===== config.mk =====
export PLATFORM = sky130hd
export DESIGN_NAME = tfn_queue
export DESIGN_NICKNAME = d
export VERILOG_FILES = /design/src/hdl/tfn_pkg.sv /design/src/hdl/tfn_queue.sv
export SDC_FILE = /design/constraint.sdc
export NUM_CORES = 1
export LEC_CHECK = 0
export ABC_AREA = 1
export BUFFER_PORTS_ARGS = -buffer_cell sky130_fd_sc_hd__buf_4
export CORE_AREA = 4 4 199 221
export CTS_BUF_LIST = sky130_fd_sc_hd__clkbuf_8
export DETAILED_ROUTE_END_ITERATION = 7
export DIE_AREA = 0 0 203 225
export PLACE_DENSITY_LB_ADDON = 0.15
export SYNTH_ARGS = -nofsm -noshare
export SYNTH_HDL_FRONTEND = slang
export SYNTH_SLANG_ARGS = --single-unit

===== constraint.sdc =====
create_clock -name clk -period 12.6 [get_ports clk]
set_input_delay 3.15 -clock clk [delete_from_list [all_inputs] [get_ports clk]]
set_output_delay 3.15 -clock clk [all_outputs]
set_load 0.05 [all_outputs]

===== src/hdl/tfn_pkg.sv =====
// shared types and constants for the triangle face normal engine
`default_nettype none
package tfn_pkg;

	localparam int unsigned COORD_W = 24;
	localparam int unsigned SLOT_W = 12;
	localparam int unsigned NORM_W = 16;
	localparam logic [NORM_W-1:0] NORM_ONE = 16'd16384;

	typedef enum logic {
		MODE_LOAD = 1'b0,
		MODE_FACE = 1'b1
	} mode_t;

	typedef struct packed {
		logic mode;
		logic [SLOT_W-1:0] vertex_slot;
		logic signed [COORD_W-1:0] coord_x;
		logic signed [COORD_W-1:0] coord_y;
		logic signed [COORD_W-1:0] coord_z;
		logic [SLOT_W-1:0] corner_one;
		logic [SLOT_W-1:0] corner_two;
		logic [SLOT_W-1:0] corner_three;
	} in_beat_t;

	typedef struct packed {
		logic result_kind;
		logic signed [NORM_W-1:0] normal_x;
		logic signed [NORM_W-1:0] normal_y;
		logic signed [NORM_W-1:0] normal_z;
		logic degenerate;
		logic [COORD_W-1:0] extent_x;
		logic [COORD_W-1:0] extent_y;
		logic [COORD_W-1:0] extent_z;
	} out_beat_t;

	// command handed from the front part to the back part
	typedef struct packed {
		logic face;
		logic [COORD_W-1:0] ext_x;
		logic [COORD_W-1:0] ext_y;
		logic [COORD_W-1:0] ext_z;
		logic signed [COORD_W:0] e1x;
		logic signed [COORD_W:0] e1y;
		logic signed [COORD_W:0] e1z;
		logic signed [COORD_W:0] e2x;
		logic signed [COORD_W:0] e2y;
		logic signed [COORD_W:0] e2z;
	} cmd_t;

	typedef enum logic [2:0] {
		FS_IDLE,
		FS_RD1,
		FS_RD2,
		FS_RD3,
		FS_PUSH
	} fstate_t;

	typedef enum logic [3:0] {
		BS_IDLE,
		BS_MUL,
		BS_CROSS,
		BS_NORM,
		BS_SQRT,
		BS_DIV,
		BS_OUT
	} bstate_t;

endpackage
`default_nettype wire


===== src/hdl/tfn_queue.sv =====
// short queue between front and back parts
`default_nettype none
module tfn_queue (
	input wire logic clk,
	input wire logic arst_n,
	input wire logic push,
	input wire tfn_pkg::cmd_t push_data,
	output logic full,
	input wire logic pop,
	output logic empty,
	output tfn_pkg::cmd_t pop_data
);
	tfn_pkg::cmd_t slot_q [2];
	logic wp_q, rp_q;
	logic [1:0] cnt_q;

	assign full = cnt_q == 2'd2;
	assign empty = cnt_q == 2'd0;
	assign pop_data = slot_q[rp_q];

	always_ff @(posedge clk or negedge arst_n) begin
		if (!arst_n) begin
			wp_q <= 1'b0;
			rp_q <= 1'b0;
			cnt_q <= '0;
		end else begin
			if (push && !full) wp_q <= ~wp_q;
			if (pop && !empty) rp_q <= ~rp_q;
			cnt_q <= cnt_q + 2'((push && !full) ? 1 : 0) - 2'((pop && !empty) ? 1 : 0);
		end
	end

	always_ff @(posedge clk) begin
		if (push && !full) slot_q[wp_q] <= push_data;
	end
endmodule
`default_nettype wire


==> flow_summary.ini, run 1 <==
[global_route]
grt_max_degree = 127
grt_pass1_vias = 10322
grt_usage_pct = 17.2
grt_pass1_wl_mm = 60.1
antenna_found_initial = 3
grt.overflow.total = 0

[clock_network]
cts_buffers = 72
cts_sinks = 450
htree_levels = 3
cts_tree = done
cts_buffer_depth = 3
cts_resized = 0
clkLatencyLatePin_ps = 600
clkTransAtPathRegs_ps = 60
hold_buffers = 0
cts_setup_buffers = 0
root_buffer = clkbuf_8

[pwr]
ir_drop_uv = 268
p_leak_nw = 9.27
power.density_nw_per_um2 = 287
finalPower_mw = 6.20

[sta]
fmax_ghz = 0.147
period_minus_slack_ps = 6790
setup_viol = 0
rsz0062_at_grt = false
tns_ps = 0
period_share_pct = 53.9
clock_skew_ps = 12.6
timing.hold.ws_ps = 480
final_hold_viol_count = 0
worst_slew_pin_slew_ps = 1110
slew_violations = 0
worst_slew_margin_rel_pct = 25.9

[die]
fp.dieH_um = 225
ios = 452
die_area_um2 = 45700
num_rows = 79
start_util_pct = 39.5
die_x_um = 203
core_um2 = 41800

[finish]
drive_gt1_share_pct = 31.9
syn_to_final_growth_pct = 30.9
layoutNonFillerInstCount = 2304
final_nets = 1911
final_util_pct = 51.7

[detailed_routing]
drt_pass1_iterations = 6
wl_per_cell_um = 17.7
via_per_inst = 4.52
wirelength_mm = 40.9
drtIter0Drc = 508
vias = 10412
drc = 0
ant_nets = 0

[worst_setup_path]
crit_type = reg2out
end_kind = primary output
path_buf_inv = 3
path_cells = inv_6, buf_4, nand2_1, nand2_1, buf_4
required_ps = 9450
cp_top_family = buffers and inverters
max_stage_delay_ps = 960
start_kind = flop
crit_slowest_cell = buf_4
worstPathMaxFanout = 126
r2r_setup_slack_ps = 8990
arrival_ps = 3640

[synth]
synthArstFlopShare_pct = 0.889
synth-edff-count = 446
synth.top_cell.area_share_pct = 81.1
synth_area_um2 = 16500
netlist-cell-type-count = 12
synth_seq_area_share_pct = 81.7
synth_warnings = 0
yosysTopAreaCell = edfxtp_1
synth_flop_cell = edfxtp_1
synth-seq-cells = 450
syn_area_per_cell_um2 = 13.8
yosysMostFrequentCell = nand2_1
syn_inst = 1198
syn_nets = 1427
synthTopCellsByArea = edfxtp_1, nand2_1, buf_6
yosys-top-cells-count = nand2_1, edfxtp_1, buf_2

[min_path]
min_path_type = reg2reg

[status]
outcome = finished clean

[run]
maxCapViolCount = 0

[placed_design]
dpl.hpwl_mm = 26.2
place_inst = 2175
gp_congestion = 0.782
port_buffers = 451
## flip-flops by register name (all words and copies together) (netlist names)
register	cells
rp_q	1
slot_q	446
cnt_q	2
wp_q	1
## final timing paths
path | startpoint | end | cells after the start
setup / recovery | rp_q | pop_data[86] | 5
min in group asynchronous | arst_n | wp_q | 1
setup reg to reg | cnt_q[0] | slot_q[1][168] | 6
max in group asynchronous | arst_n | rp_q | 1
hold reg to reg | wp_q | wp_q | 2
hold / removal | wp_q | wp_q | 2
## layer usage
layer | vias up | routed length, um | GRT usage, %
li1 | 5017 | - | -
met1 | 4952 | 15900 | 20.5
met2 | 375 | 19400 | 27.6
met3 | 64 | 4510 | 7.87
met4 | 4 | 1010 | 6.33
met5 | - | 30 | 0
## tightest hold or removal path, stage by stage, from the launching register on
cell and delay (ps):
dfrtp_1 340, nand2_1 50, nand2_1 50
## metrics by stage
step / setup slack [ps] / cell area (um^2)
finish: 5810 / 21600
global route: 5360 / 21600
CTS: 5570 / 21600
detailed placement: 6230 / 20300
global placement: 6200 / 20300
floorplan: 3090 / 16500
## cell usage in the layout (no fill, tap or decap)
cell,instances
nand2_1,682
buf_4,459
edfxtp_1,446
clkbuf_8,79
inv_1,35
clkinv_1,12
clkinv_2,9
nand3_1,3
dfrtp_1,3
ha_1,2
clkinvlp_4,2
diode_2,1
inv_6,1
nor2_4,1
inv_8,1
dfrtp_4,1
## cell families (layout without fill, tap and decap cells)
family	after synthesis	in the layout	share of synthesized area [%]
flops	450	450	81.7
fa+ha+maj	2	2	0.152
simple gates	686	686	15.6
other cells	0	1	0
buf+inv	60	598	2.52
## final cells by class
type                    count  area, um^2
flip-flops and latches    450       13500
inverters                  11        53.8
fillers                  3665       20200
repair buffers            459        3450
diodes                      1        2.50
multi-input cells         688        2610
well taps                 567         709
clock buffers              79        1090
clock inverters            49         203
## where the power goes
group	switching, mW	internal (mW)
combinational	2.24	0.704
sequential	0.0936	2.04
clock	0.541	0.574
(Power assumes the default switching activity.)
==> run 2, diff against run 1 <==
- ABC_AREA: 1 -> 0
- CORE_AREA: 4 4 199 221 -> 4 4 202 223
- DIE_AREA: 0 0 203 225 -> 0 0 206 227
- clock period: 12.6 -> 5.8 ns (I/O delays scaled with it)
==> flow_summary.ini, run 2 <==
[die]
start_util_pct = 39.9
ios = 452
die_x_um = 206
die_area_um2 = 46800
core_um2 = 42500
num_rows = 79
fp.dieH_um = 227

[pwr]
p_leak_nw = 8.77
power.density_nw_per_um2 = 592
finalPower_mw = 13.2
ir_drop_uv = 418

[sta]
timing.hold.ws_ps = 500
setup_viol = 0
finalWorstSetupSlack_ps = 1560
rsz0062_at_grt = false
fmax_ghz = 0.236
period_minus_slack_ps = 4240
final_hold_viol_count = 0
clock_skew_ps = 23.0
period_share_pct = 73.2
slew_violations = 0
worst_slew_pin_slew_ps = 912
tns_ps = 0
worst_slew_margin_rel_pct = 39.2

[placed_design]
place_worst_setup_slack_ps = 2140
place_inst = 1715
dpl.hpwl_mm = 25.3
gp_congestion = 0.743
port_buffers = 451

[global_route]
antenna_found_initial = 4
grt_max_degree = 118
grt_usage_pct = 15.3
grt_pass1_wl_mm = 53.1
grt.overflow.total = 0
grt_pass1_vias = 8838

[run]
maxCapViolCount = 0

[finish]
layout.cells.most_common = buf_4
top_register = slot_q
final_nets = 1452
final_cell_mix = buf_4, edfxtp_1, mux2_4, clkbuf_8, mux2_2
syn_to_final_growth_pct = 31.2
fillers = 3570
drive_gt1_share_pct = 60.6
layoutNonFillerInstCount = 1844
largest_register_ffs = 446
top_regs = slot_q (446), cnt_q (2)

[clock_network]
root_buffer = clkbuf_8
cts_tree = done
cts_sinks = 450
hold_buffers = 0
cts_setup_buffers = 0
htree_levels = 3
cts_resized = 0
cts_buffer_depth = 3
cts_buffers = 73
clkTransAtPathRegs_ps = 60
clkLatencyLatePin_ps = 620

[synth]
synth_area_um2 = 16900
synth_seq_area_share_pct = 79.6
synth.top_cell.area_share_pct = 79.0
synthArstFlopShare_pct = 0.889
syn_inst = 712
netlist-cell-type-count = 15
yosys-top-cells-count = edfxtp_1, mux2_4, mux2_2
syn_nets = 941
synth_flop_cell = edfxtp_1
yosysTopAreaCell = edfxtp_1
syn_area_per_cell_um2 = 23.8
synth-edff-count = 446
synth-seq-cells = 450
synthTopCellsByArea = edfxtp_1, mux2_4, mux2_2
yosysMostFrequentCell = edfxtp_1
synth_warnings = 0

[worst_setup_path]
start_kind = flop
crit_slowest_cell = dfrtp_4
path_cells = buf_4, mux2_4, buf_4
r2r_setup_slack_ps = 3340
worstPathMaxFanout = 51
crit_type = reg2out
end_kind = primary output
arrival_ps = 2790
max_stage_delay_ps = 1030
path_buf_inv = 2
cp_top_family = flip-flops
required_ps = 4350
cpMostUsedCell = buf_4

[detailed_routing]
vias = 8412
wl_per_cell_um = 20.4
via_per_inst = 4.56
drc = 0
drtIter0Drc = 390
ant_nets = 0
wirelength_mm = 37.6
drt_pass1_iterations = 4

[min_path]
min_path_type = reg2reg

[status]
outcome = finished clean
==> run 2: cell types whose count changed after synthesis, moves of 2 or more <==
| cell | before | now |
|---|---|---|
| nand2_1 | 682 | 1 |
| mux2_4 | 0 | 160 |
| mux2_2 | 0 | 63 |
| buf_2 | 28 | 6 |
| inv_1 | 10 | 2 |
| nand3_1 | 3 | 0 |
| xnor2_1 | 0 | 3 |
| buf_4 | 2 | 0 |
==> run 2: cell families after synthesis <==
group	synth area share, %
flip-flops	79.6
multiplexers	18.4
buffers and inverters	1.48
AND/OR/NAND/NOR	0.177
XOR/XNOR	0.207
adder cells (fa/ha/maj)	0.148
==> run 2: per-stage QoR <==
| step | cell area (um^2) | utilization, % |
|---|---|---|
| floorplan | 17000 | - |
| global placement | 21000 | 49.3 |
| detailed placement | 21000 | 49.3 |
| CTS | 22200 | 52.3 |
| global route | 22200 | 52.3 |
| finish | 22200 | 52.3 |
==> run 2: power by group <==
group / switching [mW] / leakage (nW) / internal, mW
registers: 0.252 / 4.19 / 4.45
clock network: 1.17 / 0.731 / 1.26
logic: 3.94 / 3.85 / 2.11
==> run 2: final timing paths <==
| check | from | endpoint | depth (start not counted) |
|---|---|---|---|
| worst min-delay path | cnt_q[1] | cnt_q[1] | 1 |
| worst min register to register | cnt_q[1] | cnt_q[1] | 1 |
| max in group asynchronous | arst_n | rp_q | 1 |
| min in group asynchronous | arst_n | rp_q | 1 |
| worst max-delay path | rp_q | pop_data[97] | 3 |
| worst max register to register | cnt_q[1] | slot_q[0][106] | 4 |
==> run 2: cell type report <==
cell class              count  area (um^2)  area share [%]
diodes                      4         10.0          0.0450
clock buffers              77         1060            4.77
clock inverters            48          219           0.985
inverters                   2         7.51          0.0338
multi-input cells         235         3210            14.5
flip-flops and latches    450        13500            60.7
well taps                 567          709            3.19
repair buffers            461         3520            15.8
==> run 2: worst reg2reg max path, stage by stage, from the launching register on <==
cell and delay (ps):
dfrtp_1 400, nand2b_1 130, nand2_1 150, nor2_4 700
buf_12 440
==> run 2: metal layers <==
layer  vias to the layer above  GRT usage [%]  part of all wire, %
met5                         -              0                    0
met4                         0           7.28                  3.0
met3                        73           6.21                  9.9
met2                       333           25.6                   51
met1                      4132           17.1                   36
li1                       3874              -                    -
==> run 3, diff against run 2 <==
- clock period: 5.8 -> 4.1 ns (I/O delays scaled with it)
==> flow_summary.ini, run 3 (synthesis results as in run 2) <==
[status]
outcome = finished clean

[worst_setup_path]
r2r_setup_slack_ps = 1840
rr_worst_depth = 3
r2r_start = cnt_q[1]
end_kind = primary output
worstPathMaxFanout = 55
required_ps = 3070
arrival_ps = 2510
crit_type = reg2out
start_kind = flop
rr_endpoint = slot_q[1][150]

[detailed_routing]
wl_per_cell_um = 21.3
drc = 0
ant_nets = 0
wirelength_mm = 39.7
via_per_inst = 4.57
drt_pass1_iterations = 4
vias = 8528
drtIter0Drc = 399

[sta]
period_share_pct = 86.3
final_hold_viol_count = 0
slew_violations = 0
fmax_ghz = 0.283
period_minus_slack_ps = 3540
finalWorstSetupSlack_ps = 561
worst_slew_pin_slew_ps = 876
timing.hold.ws_ps = 189
worst_slew_margin_rel_pct = 41.6
rsz0062_at_grt = false
setup_viol = 0
clock_skew_ps = 18.1
tns_ps = 0

[finish]
top_register = slot_q
seqCellArea_um2 = 13500
layout.cells.most_common = buf_4
syn_to_final_growth_pct = 32.6
fillers = 3473
multi_input_area_um2 = 3230
design_area_um2 = 22500
final_cell_mix = buf_4, edfxtp_1, mux2_4, clkbuf_8, mux2_2
drive_gt1_share_pct = 61.2
largest_register_ffs = 446
top_regs = slot_q (446), cnt_q (2)
final_nets = 1466

[clock_network]
cts_setup_buffers = 0
cts_resized = 0
htree_levels = 3
cts_buffers = 76
root_buffer = clkbuf_8
hold_buffers = 0
cts_buffer_depth = 3
clkLatencyLatePin_ps = 620
clkTransAtPathRegs_ps = 60
cts_tree = done
cts_sinks = 450

[run]
maxCapViolCount = 0

[die]
start_util_pct = 39.9
die_x_um = 206
ios = 452
fp.dieH_um = 227
num_rows = 79
core_um2 = 42500
die_area_um2 = 46800

[global_route]
grt_max_degree = 103
antenna_found_initial = 5
grt_pass1_vias = 9178
grt.overflow.total = 0
grt_pass1_wl_mm = 55.8
grt_usage_pct = 16.1

[placed_design]
dpl.hpwl_mm = 28.0
port_buffers = 451
postPlaceCellArea_um2 = 21100
place_worst_setup_slack_ps = 1210
gp_congestion = 0.771

[pwr]
power_frac_seq_pct = 34.9
ir_drop_uv = 643
p_leak_nw = 8.91
finalPower_mw = 19.0
internal_power_mw = 11.3
power.density_nw_per_um2 = 845
swShare_pct = 40.5
net-switching-power_mw = 7.70
p_comb_share_pct = 45.7
pwr-share-clk_pct = 19.4

[min_path]
min_path_type = in2async
-- run 3: cell count changes in the layout (fill, tap and decap cells not counted), sizes merged --
| cell | change |
|---|---|
| buf | +11 |
| clkinvlp | +1 |
| clkinv | +1 |
| diode | -1 |
| inv | +5 |
| bufinv | +2 |
| clkbuf | +2 |
-- run 3: area by class of cell --
class	instances	area share, %
antenna	3	0.0334
clock buffer	79	4.84
clock inverter	57	1.43
inverter	2	0.0334
multi-input combinational	235	14.4
sequential	450	60.0
tap	567	3.16
timing repair buffer	472	16.1
-- run 3: worst max-delay path by stage --
stage                     start           end  slack [ps]  cells past startpoint
final                      rp_q  pop_data[48]         560                      3
after global routing       rp_q  pop_data[50]         440                      3
after CTS                  rp_q  pop_data[48]         480                      3
after detailed placement   rp_q  pop_data[48]        1210                      3
after global placement     rp_q  pop_data[48]        1230                      3
after floorplan            push  slot_q[0][0]        -690                      2
-- run 3: critical path, stage by stage (launching register included) --
cell     delay, ps
dfrtp_4        770
buf_12         430
mux2_2         390
buf_4          190
-- run 3: through the flow --
stage                     instances  utilization [%]
after CTS                      1862             52.9
after detailed placement       1726             49.6
final                          1865             52.9
after floorplan                 712                -
after global routing           1865             52.9
after global placement         1726             49.6
-- run 3: power groups by stage --
stage               sequential [mW]  clock, mW  combinational, mW
global route                   6.71       4.08               9.05
CTS                            6.65       3.84               8.81
finish                         6.64       3.69               8.68
floorplan                      6.66          0               6.52
detailed placement             6.74          0               8.80
global placement               6.71          0               8.79
-- run 3: layer usage --
layer  vias to the layer above  part of all wire, %  wire [um]  GRT usage, %
met3                        78                  9.6       3800          6.78
met2                       357                   50      19800          26.5
met5                         -                0.063         25             0
met1                      4186                   37      14800          18.2
met4                         4                  3.3       1330          7.96
li1                       3903                    -          -             -
